[src/rtl/core/esd_pkg.sv]
// ============================================================================
// esd_pkg: shared types for the escape sequence decoder
// Word formats of the input and result channels and the decode-to-queue bundle.
// ============================================================================
`default_nettype none

package esd_pkg;

    typedef struct packed {
        logic [7:0] byte_in;
        logic       end_of_string;
    } in_word_t;

    typedef struct packed {
        logic [31:0] char_value;
        logic        from_escape;
        logic        last_of_run;
    } out_word_t;

    // Up to two result words caused by one input word.
    typedef struct packed {
        logic [1:0] count;
        out_word_t  first;
        out_word_t  second;
    } dec_result_t;

endpackage

`default_nettype wire

[src/rtl/core/esd_decode.sv]
// ============================================================================
// esd_decode: escape decode state machine
// Holds the mode, accumulator and octal digit count; decodes one word per fire.
// ============================================================================
`default_nettype none

module esd_decode #(
    parameter int VALUE_WIDTH = 32
) (
    input  wire logic                 clk,
    input  wire logic                 rst_n,
    input  wire logic                 fire,
    input  wire esd_pkg::in_word_t    item,
    output esd_pkg::dec_result_t      res
);
    import esd_pkg::*;

    localparam logic [7:0] CHAR_BACKSLASH = 8'h5c;
    localparam logic [7:0] CHAR_SPACE     = 8'h20;
    localparam logic [7:0] CHAR_X         = 8'h78;
    localparam logic [1:0] OCT_LAST       = 2'd2;

    typedef enum logic [1:0] {
        MODE_NORMAL,
        MODE_BACKSLASH,
        MODE_OCTAL,
        MODE_HEX
    } mode_t;

    mode_t                  mode_reg, mode_next;
    logic [VALUE_WIDTH-1:0] acc_reg, acc_next;
    logic [1:0]             oct_cnt_reg, oct_cnt_next;

    logic [VALUE_WIDTH-1:0] esc_val;
    logic [VALUE_WIDTH-1:0] oct_shift;
    logic [VALUE_WIDTH-1:0] hex_shift;
    logic                   emit_esc;
    logic                   emit_plain;
    logic                   do_plain;
    logic                   is_oct;
    logic                   is_hex;
    logic [3:0]             hex_val;
    logic [7:0]             b;
    out_word_t              esc_word;
    out_word_t              plain_word;

    // Named escapes; anything else stands for itself.
    function automatic logic [7:0] named_map(input logic [7:0] c);
        logic [7:0] v;
        v = c;
        unique case (c)
            8'h61:   v = 8'd7;    // a
            8'h62:   v = 8'd8;    // b
            8'h66:   v = 8'd12;   // f
            8'h6e:   v = 8'd10;   // n
            8'h72:   v = 8'd13;   // r
            8'h73:   v = CHAR_SPACE; // s
            8'h74:   v = 8'd9;    // t
            8'h76:   v = 8'd11;   // v
            8'h45:   v = 8'd27;   // E
            default: v = c;
        endcase
        return v;
    endfunction

    function automatic logic [31:0] to_char(input logic [VALUE_WIDTH-1:0] v);
        logic [63:0] w;
        w = 64'(v);
        return w[31:0];
    endfunction

    assign b      = item.byte_in;
    assign is_oct = (b[7:3] == 5'b00110);

    always_comb
    begin
        is_hex  = 1'b0;
        hex_val = b[3:0];
        if (b >= 8'h30 && b <= 8'h39)
        begin
            is_hex = 1'b1;
        end
        else if ((b >= 8'h61 && b <= 8'h66) || (b >= 8'h41 && b <= 8'h46))
        begin
            is_hex  = 1'b1;
            hex_val = b[3:0] + 4'd9;
        end
    end

    assign oct_shift = (acc_reg << 3) | VALUE_WIDTH'(b[2:0]);
    assign hex_shift = (acc_reg << 4) | VALUE_WIDTH'(hex_val);

    always_comb
    begin
        mode_next    = mode_reg;
        acc_next     = acc_reg;
        oct_cnt_next = oct_cnt_reg;
        emit_esc     = 1'b0;
        esc_val      = acc_reg;
        do_plain     = 1'b0;
        emit_plain   = 1'b0;

        if (item.end_of_string)
        begin
            // Flush any pending escape, then back to normal.
            if (mode_reg == MODE_BACKSLASH)
            begin
                emit_esc = 1'b1;
                esc_val  = '0;
            end
            else if (mode_reg == MODE_OCTAL || mode_reg == MODE_HEX)
            begin
                emit_esc = 1'b1;
            end
            mode_next    = MODE_NORMAL;
            acc_next     = '0;
            oct_cnt_next = '0;
        end
        else
        begin
            unique case (mode_reg)
                MODE_NORMAL:
                begin
                    do_plain = 1'b1;
                end
                MODE_BACKSLASH:
                begin
                    if (is_oct)
                    begin
                        acc_next     = VALUE_WIDTH'(b[2:0]);
                        oct_cnt_next = 2'd1;
                        mode_next    = MODE_OCTAL;
                    end
                    else if (b == CHAR_X)
                    begin
                        acc_next  = '0;
                        mode_next = MODE_HEX;
                    end
                    else
                    begin
                        emit_esc  = 1'b1;
                        esc_val   = VALUE_WIDTH'(named_map(b));
                        mode_next = MODE_NORMAL;
                    end
                end
                MODE_OCTAL:
                begin
                    if (is_oct)
                    begin
                        if (oct_cnt_reg == OCT_LAST)
                        begin
                            emit_esc     = 1'b1;
                            esc_val      = oct_shift;
                            mode_next    = MODE_NORMAL;
                            acc_next     = '0;
                            oct_cnt_next = '0;
                        end
                        else
                        begin
                            acc_next     = oct_shift;
                            oct_cnt_next = oct_cnt_reg + 2'd1;
                        end
                    end
                    else
                    begin
                        emit_esc     = 1'b1;
                        acc_next     = '0;
                        oct_cnt_next = '0;
                        do_plain     = 1'b1;
                    end
                end
                MODE_HEX:
                begin
                    if (is_hex)
                    begin
                        acc_next = hex_shift;
                    end
                    else
                    begin
                        emit_esc = 1'b1;
                        acc_next = '0;
                        do_plain = 1'b1;
                    end
                end
                default:
                begin
                    mode_next = MODE_NORMAL;
                end
            endcase

            // Terminator byte or plain byte: backslash opens a new escape.
            if (do_plain)
            begin
                if (b == CHAR_BACKSLASH)
                begin
                    mode_next = MODE_BACKSLASH;
                end
                else
                begin
                    mode_next  = MODE_NORMAL;
                    emit_plain = 1'b1;
                end
            end
        end
    end

    always_comb
    begin
        esc_word.char_value    = to_char(esc_val);
        esc_word.from_escape   = 1'b1;
        esc_word.last_of_run   = !emit_plain;
        plain_word.char_value  = 32'(b);
        plain_word.from_escape = 1'b0;
        plain_word.last_of_run = 1'b1;

        res.count  = 2'(emit_esc) + 2'(emit_plain);
        res.first  = emit_esc ? esc_word : plain_word;
        res.second = plain_word;
    end

    always_ff @(posedge clk or negedge rst_n)
    begin
        if (!rst_n)
        begin
            mode_reg    <= MODE_NORMAL;
            acc_reg     <= '0;
            oct_cnt_reg <= '0;
        end
        else if (fire)
        begin
            mode_reg    <= mode_next;
            acc_reg     <= acc_next;
            oct_cnt_reg <= oct_cnt_next;
        end
    end

endmodule

`default_nettype wire

[src/rtl/core/esd_out_queue.sv]
// ============================================================================
// esd_out_queue: result word queue
// Four-entry queue taking up to two words per cycle, draining one per cycle while result_ready is high.
// ============================================================================
`default_nettype none

module esd_out_queue (
    input  wire logic                 clk,
    input  wire logic                 rst_n,
    input  wire logic                 push,
    input  wire esd_pkg::dec_result_t res,
    output logic                      room,
    output logic                      result_valid,
    input  wire logic                 result_ready,
    output esd_pkg::out_word_t        result
);
    import esd_pkg::*;

    localparam int DEPTH = 4;
    localparam int AW    = $clog2(DEPTH);
    localparam int CW    = $clog2(DEPTH + 1);

    out_word_t       mem_reg [DEPTH];
    logic [AW-1:0]   wr_ptr_reg, wr_ptr_next;
    logic [AW-1:0]   rd_ptr_reg, rd_ptr_next;
    logic [CW-1:0]   cnt_reg, cnt_next;
    logic [1:0]      push_n;
    logic            pop;

    assign push_n       = push ? res.count : 2'd0;
    assign pop          = result_valid && result_ready;
    assign result_valid = (cnt_reg != '0);
    assign result       = mem_reg[rd_ptr_reg];
    assign room         = (cnt_reg <= CW'(DEPTH - 2));

    assign wr_ptr_next = wr_ptr_reg + AW'(push_n);
    assign rd_ptr_next = rd_ptr_reg + AW'(pop);
    assign cnt_next    = cnt_reg + CW'(push_n) - CW'(pop);

    always_ff @(posedge clk)
    begin
        if (push_n != 2'd0)
        begin
            mem_reg[wr_ptr_reg] <= res.first;
        end
        if (push_n == 2'd2)
        begin
            mem_reg[wr_ptr_reg + AW'(1)] <= res.second;
        end
    end

    always_ff @(posedge clk or negedge rst_n)
    begin
        if (!rst_n)
        begin
            wr_ptr_reg <= '0;
            rd_ptr_reg <= '0;
            cnt_reg    <= '0;
        end
        else
        begin
            wr_ptr_reg <= wr_ptr_next;
            rd_ptr_reg <= rd_ptr_next;
            cnt_reg    <= cnt_next;
        end
    end

    a_cnt_bound: assert property (@(posedge clk) disable iff (!rst_n)
        cnt_reg <= CW'(DEPTH))
        else $error("queue count above depth");

    a_push_fits: assert property (@(posedge clk) disable iff (!rst_n)
        push |-> room)
        else $error("push without room for two words");

    a_ptr_gap: assert property (@(posedge clk) disable iff (!rst_n)
        wr_ptr_reg == AW'(rd_ptr_reg + cnt_reg[AW-1:0]))
        else $error("queue pointers disagree with count");

    a_hold: assert property (@(posedge clk) disable iff (!rst_n)
        (result_valid && !result_ready) |=> (cnt_reg >= $past(cnt_reg)))
        else $error("stalled word dropped");

endmodule

`default_nettype wire

[src/rtl/core/escape_sequence_decoder_top.sv]
// ============================================================================
// escape_sequence_decoder_top: streaming backslash escape decoder
// Byte stream in, decoded character words out, up to two per input word.
// ============================================================================
// Usage:
//   Input channel item_valid/item_ready/item carries one byte per word, or an
//   end-of-string marker that flushes a pending escape (no byte carried).
//   Output channel result_valid/result_ready/result carries decoded values;
//   last_of_run marks the final word caused by one input word.
//   A word accepted into the input register is decoded and written to the
//   result queue once the queue has room; the queue then offers it.
//   Throughput: one input word per cycle while results are drained; an input
//   word that ends an octal or hex escape on a plain byte gives two results,
//   and the single output port then sets the rate to one result per cycle.
//   The input register feeds the decode logic, which fires when the
//   four-entry result queue has space for two words.
//   A stalled receiver fills the queue; input is then held off, nothing lost.
//   Reset (rst_n low, asynchronous) empties the input register and queue and
//   returns the decoder to normal mode with a cleared accumulator.
// ============================================================================
`default_nettype none

module escape_sequence_decoder_top #(
    parameter int VALUE_WIDTH = 32
) (
    input  wire logic               clk,
    input  wire logic               rst_n,
    input  wire logic               item_valid,
    output logic                    item_ready,
    input  wire esd_pkg::in_word_t  item,
    output logic                    result_valid,
    input  wire logic               result_ready,
    output esd_pkg::out_word_t      result
);
    import esd_pkg::*;

    // Input register stage.
    logic        in_valid_reg;
    in_word_t    in_word_reg;
    logic        room;
    logic        fire;
    dec_result_t res;

    // Decode fires only when the queue can take both possible results.
    assign fire       = in_valid_reg && room;
    assign item_ready = !in_valid_reg || fire;

    always_ff @(posedge clk or negedge rst_n)
    begin
        if (!rst_n)
        begin
            in_valid_reg <= 1'b0;
        end
        else if (item_ready)
        begin
            in_valid_reg <= item_valid;
        end
    end

    always_ff @(posedge clk)
    begin
        if (item_ready && item_valid)
        begin
            in_word_reg <= item;
        end
    end

    esd_decode #(
        .VALUE_WIDTH (VALUE_WIDTH)
    ) u_decode (
        .clk   (clk),
        .rst_n (rst_n),
        .fire  (fire),
        .item  (in_word_reg),
        .res   (res)
    );

    esd_out_queue u_queue (
        .clk          (clk),
        .rst_n        (rst_n),
        .push         (fire),
        .res          (res),
        .room         (room),
        .result_valid (result_valid),
        .result_ready (result_ready),
        .result       (result)
    );

endmodule

`default_nettype wire

[config.mk]
export PLATFORM = sky130hd
export DESIGN_NAME = escape_sequence_decoder_top
export DESIGN_NICKNAME = d
export VERILOG_FILES = /design/src/rtl/core/esd_pkg.sv /design/src/rtl/core/esd_decode.sv /design/src/rtl/core/esd_out_queue.sv /design/src/rtl/core/escape_sequence_decoder_top.sv
export SDC_FILE = /design/constraint.sdc
export NUM_CORES = 1
export LEC_CHECK = 0
export BUFFER_PORTS_ARGS = -buffer_cell sky130_fd_sc_hd__buf_4
export CAP_MARGIN = 25
export CORE_ASPECT_RATIO = 0.75
export CORE_UTILIZATION = 30
export CTS_BUF_LIST = sky130_fd_sc_hd__clkbuf_4 sky130_fd_sc_hd__clkbuf_8
export CTS_CLUSTER_SIZE = 25
export DETAILED_ROUTE_END_ITERATION = 6
export MAX_ROUTING_LAYER = met4
export PLACE_DENSITY = 0.52
export SETUP_SLACK_MARGIN = 0.05
export SLEW_MARGIN = 20
export SYNTH_ARGS = -nofsm -noshare
export SYNTH_HDL_FRONTEND = slang
export SYNTH_HIERARCHICAL = 1
export SYNTH_SLANG_ARGS = --single-unit
[constraint.sdc]
create_clock -name clk -period 8.1 [get_ports clk]
set_input_delay 1.62 -clock clk [delete_from_list [all_inputs] [get_ports clk]]
set_output_delay 1.62 -clock clk [all_outputs]
set_load 0.02 [all_outputs]
Yosys cells after proc, flatten, opt, wreduce, memory -nomap -nowiden
Memory sizes are Yosys's and may differ from the RTL's.
Index checks and enable logic that the tools add are counted.
{"block": "word_totals", "ff_bits": 53, "mem_count": 1, "ram_bits": 136, "input_bits": 13, "out_inout_bits": 36}
{"block": "classes", "n_bitwise": 2, "add_sub_neg": 8, "reduce_logical": 20, "muxes": 53, "magnitude_cmp": 7, "n_eq_ne": 21}
{"name": "u_queue.mem_reg", "depth": 4, "word_bits": 34, "read_ports": 1, "rd_ports_with_merged_regs": 0, "write_ports": 2, "line_no": "esd_out_queue.sv:23", "source": "out_word_t mem_reg [DEPTH];"}
{"op": "$mux 32", "n": 12}
{"op": "$pmux 32 s3", "n": 1}
{"op": "$eq 8x7->1 const B", "n": 11}
{"op": "$pmux 8 s9", "n": 1}
{"op": "$pmux 32 s2", "n": 1}
{"op": "$mux 34", "n": 1}
{"op": "$or 32x3->32", "n": 1}
{"op": "$or 32x4->32", "n": 1}
{"op": "$mux 2", "n": 11}
{"op": "$mux 1", "n": 20}
{"op": "$ge 8x7->1 const B", "n": 2}
{"op": "$le 8x7->1 const B", "n": 2}
{"op": "$eq 2x2->1 const B", "n": 4}
{"op": "$ge 8x6->1 const B", "n": 1}
{"op": "$le 8x6->1 const B", "n": 1}
{"op": "$mux 4", "n": 2}
{"op": "$ne 4x3->1 const B", "n": 2}
{"op": "$pmux 2 s2", "n": 2}
{"op": "$reduce_bool 4->1", "n": 2}
{"op": "$logic_and 1x1->1", "n": 6}
{"op": "$pmux 1 s3", "n": 2}
{"op": "$reduce_and 3->1", "n": 2}
{"op": "$reduce_bool 3->1", "n": 2}
{"op": "$eq 5x3->1 const B", "n": 1}
{"op": "16 further kinds", "n": 20}

Longest topological paths before layout
{"block": "logic_depth", "depth_word": 15, "depth_mapped": 15, "mapped_depth_nobuf": 14}

Modules after synthesis
Netlist, hierarchy kept.
{"module": "esd_out_queue", "n_inst": 1, "area_each_um2": 7155.6, "cells_per_inst": 375, "seq_area_each_um2": 4259.1}
{"module": "esd_decode", "n_inst": 1, "area_each_um2": 3897.5, "cells_per_inst": 536, "seq_area_each_um2": 900.9}
{"module": "escape_sequence_decoder_top", "n_inst": 1, "area_each_um2": 330.3, "cells_per_inst": 14, "seq_area_each_um2": 295.3}

Least setup slack after synthesis
OpenSTA, ideal clock, no wires.
{"block": "synth_timing", "path_kind": "register to register", "start": "register in_word_reg[1] (netlist name)", "end": "memory u_queue/mem_reg[1][0] (netlist name) (enable)", "arrival_ns": 4.010, "slack_ns": 3.665, "path_stages_with_launch": 12, "setup_ns": 0.425, "required_ns": 7.675, "synth_period_minus_slack_ns": 4.435, "path_buffers": 0, "path_cell_list": "edfxtp_1 > inv_1 > ha_1 > inv_1 > o311a_1 > nand3b_1 > a22oi_1 > nor3b_1 > ha_1 > mux2_2 > nand2_1 > nor2_1"}
{"element": "from (decl)", "line_no": "escape_sequence_decoder_top.sv:39", "source": "in_word_t in_word_reg;"}
{"element": "from (signal assigned)", "line_no": "escape_sequence_decoder_top.sv:64", "source": "in_word_reg <= item;"}
{"element": "to (decl)", "line_no": "esd_out_queue.sv:23"}

==> results.md <==
- Root Driver: clkbuf_8
- Type of origin of the critical path: register
- GRT Overall Usage: 15.99%
- Post-CTS setup buffer count: 0
- Max clock buf depth: 2
- Largest net degree at the start of global routing: 64
- Drt wl/cell: 20.01 µm
- Cell Rows: 61
- Pwr/cell area: 241.6 nW/µm²
- Hpwl dp: 17900 µm
- Yosys top cell area share: 38.25%
- Crit Path Category: register to register
- Post-synth top area cell: edfxtp_1
- Die Area: 38740 µm²
- # fillers: 3752
- Tcrit/Tclk final: 58.12%
- Main synth FF type: edfxtp_1
- Post-CTS sizing: 0
- Share of synthesized flip-flops with an asynchronous set or reset: 23.28%
- CTS hold repair buffers: 0
- Distinct cells, synth: 83
- Rel. slew slack: 32.14%
- Worst clock skew: 0.02154 ns
- Initial drt markers: 643
- GPL Wtd Cong: 0.8570
- First-pass GRT wire length: 45330 µm
- Final setup fails: 0
- H-Tree Depth: 4
- Worst VDD drop: 0.1343 mV
- Status: complete, no violations
- NumNets Final: 955
- Starting Density: 30.56%
- Post-synth top cells: edfxtp_1 (145), mux2_2 (109), nand2_1 (96)
- Max-slew violations: 0
- Clock-pin slew on the worst setup and hold paths: 0.10 ns
- MaxCap Viol Count: 0
- TritonCTS buffer count: 17
- Yosys warns: 6
- Maximum clock frequency: 212.4 MHz
- Number of global-route vias before repair: 7380
- Crit path DAT: 4.95 ns
- Router iterations before antenna repair: 4
- Post-layout util: 33.38%
- CTS tree: done
- Shortest period the worst path allows: 4.708 ns
- Post-synth EDFFs: 145
- Diode count: 0
- PortBufs: 48
- Avg Synthesized Cell Area: 12.31 µm²
- Final hold viol count: 0
- Area Overhead vs Synth: 9.211%
- LEAKAGE: 4.369 nW
- Grt ovf: 0
- Largest cells by area after synthesis: edfxtp_1 (38%), mux2_2 (11%), dfrtp_1 (9.7%)
- Final wirelength: 28910 µm
- Slew @ Worst Pin: 1.018 ns
- Vias: 7467
- FF+latch count, synth: 189
- Setup_tns: 0 ns
- Layout cells sized above 1: 31.24%
- Crit. End Element: register
- HP Class: register to register
- Post-synthesis sequential area ratio: 47.92%
- ANT nets after route: 0
- Die H: 170.7 µm
- Data required time of the worst path: 8.35 ns
- Post-DR vias/cell: 5.167
- Clock network latency to the later pin of the worst-skew pair: 0.49 ns
- Clock sinks: 189
- Most frequent cell after synthesis: edfxtp_1
- Core footprint: 37250 µm²
- Io pins: 49
- Cell Area, Synth: 11380 µm²
- Unrepaired setup endpoints after global routing: no
- Drt drc: 0
- Maximum fanout along the worst path: 31
- Chip width: 226.9 µm
- Post-synthesis cell count: 925
- Initial antenna violation count: 0
- Max reg flops: 136
==> cell usage in the layout, fill, tap and decap left out, types with 6 or more instances in the layout <==
cell type	instances
a21oi_1	50
a22oi_1	34
a31oi_1	6
and2_1	16
and3_1	6
buf_4	64
clkbuf_8	17
conb_1	26
dfrtp_1	42
edfxtp_1	145
ha_1	13
inv_1	17
mux2_2	109
mux2_4	30
mux4_2	34
nand2_1	96
nor2_1	20
o21ai_0	37
o21ai_1	12
o221ai_1	9
o31ai_1	31
==> layer usage <==
layer	GRT usage, %	wire, µm	vias to the layer above
li1	-	-	3505
met1	22.92	14750	3785
met2	23.49	12960	163
met3	3.040	1034	14
met4	2.976	164	0
met5	-	0	-
==> critical path: stages, from the launching register on <==
cell and delay [ns]:
edfxtp_1 0.80, and4bb_2 0.45, nand2_1 0.16, o21ai_0 0.26, a41o_1 0.20, buf_4 0.34
inv_2 0.22, ha_1 0.42, nand3b_4 0.24, or3_2 0.54, buf_4 0.36, mux2_4 0.37
==> final timing paths <==
path | endpoint | from | cells past startpoint | slack (ns)
min | u_queue/rd_ptr_reg[0] | u_queue/rd_ptr_reg[0] | 1 | 0.49
max | u_queue/mem_reg[3][26] | in_word_reg[5] | 11 | 3.39
max reg2reg | u_queue/mem_reg[3][26] | in_word_reg[5] | 11 | 3.39
min reg2reg | u_queue/rd_ptr_reg[0] | u_queue/rd_ptr_reg[0] | 1 | 0.49
max in group asynchronous | u_queue/rd_ptr_reg[0] | rst_n | 1 | 6.51
min in group asynchronous | u_decode/mode_reg[0] | rst_n | 1 | 1.14
==> report_power, final <==
| part | internal [mW] | leakage, nW | switching, mW |
|---|---|---|---|
| combinational | 0.430 | 2.21 | 0.553 |
| clock | 0.350 | 0.223 | 0.365 |
| sequential | 1.17 | 1.94 | 0.141 |
| total | 1.95 | 4.37 | 1.06 |
==> final cells by class <==
class                           count  area, µm²  share of cell area, %
Multi-Input combinational cell    637       5338                  42.93
Sequential cell                   189       5458                  43.90
Timing Repair Buffer               65      500.5                  4.026
Clock inverter                     12      181.4                  1.459
Inverter                           18      67.56                 0.5435
Tap cell                          504      630.6                  5.072
Clock buffer                       20      256.5                  2.063
==> through the flow <==
step	hold WS (ns)	instance area [µm²]	instances	total power, mW	worst slack (ns)
finish	0.4899	12430	1445	3.004	3.392
global route	0.5130	12430	1445	3.157	3.068
CTS	0.4979	12430	1445	3.040	3.409
detailed placement	0.4817	11990	1413	2.324	3.444
global placement	0.4656	11970	1412	2.316	3.458
floorplan	0.4713	11470	949	1.965	3.665
==> cell families (layout without fill, tap and decap cells) <==
kind of cell | after synthesis | in the layout | synth area share (%)
DFF | 189 | 189 | 47.92
AOI/OAI and AO/OA | 227 | 227 | 13.44
buffers and inverters | 123 | 115 | 6.309
muxes | 176 | 176 | 21.74
and+or+nand+nor | 187 | 187 | 8.376
other | 2 | 26 | 0.06597
adders and majority gates | 14 | 14 | 1.605
xor gates and xnor gates | 7 | 7 | 0.5386
(Power assumes the default switching activity.)
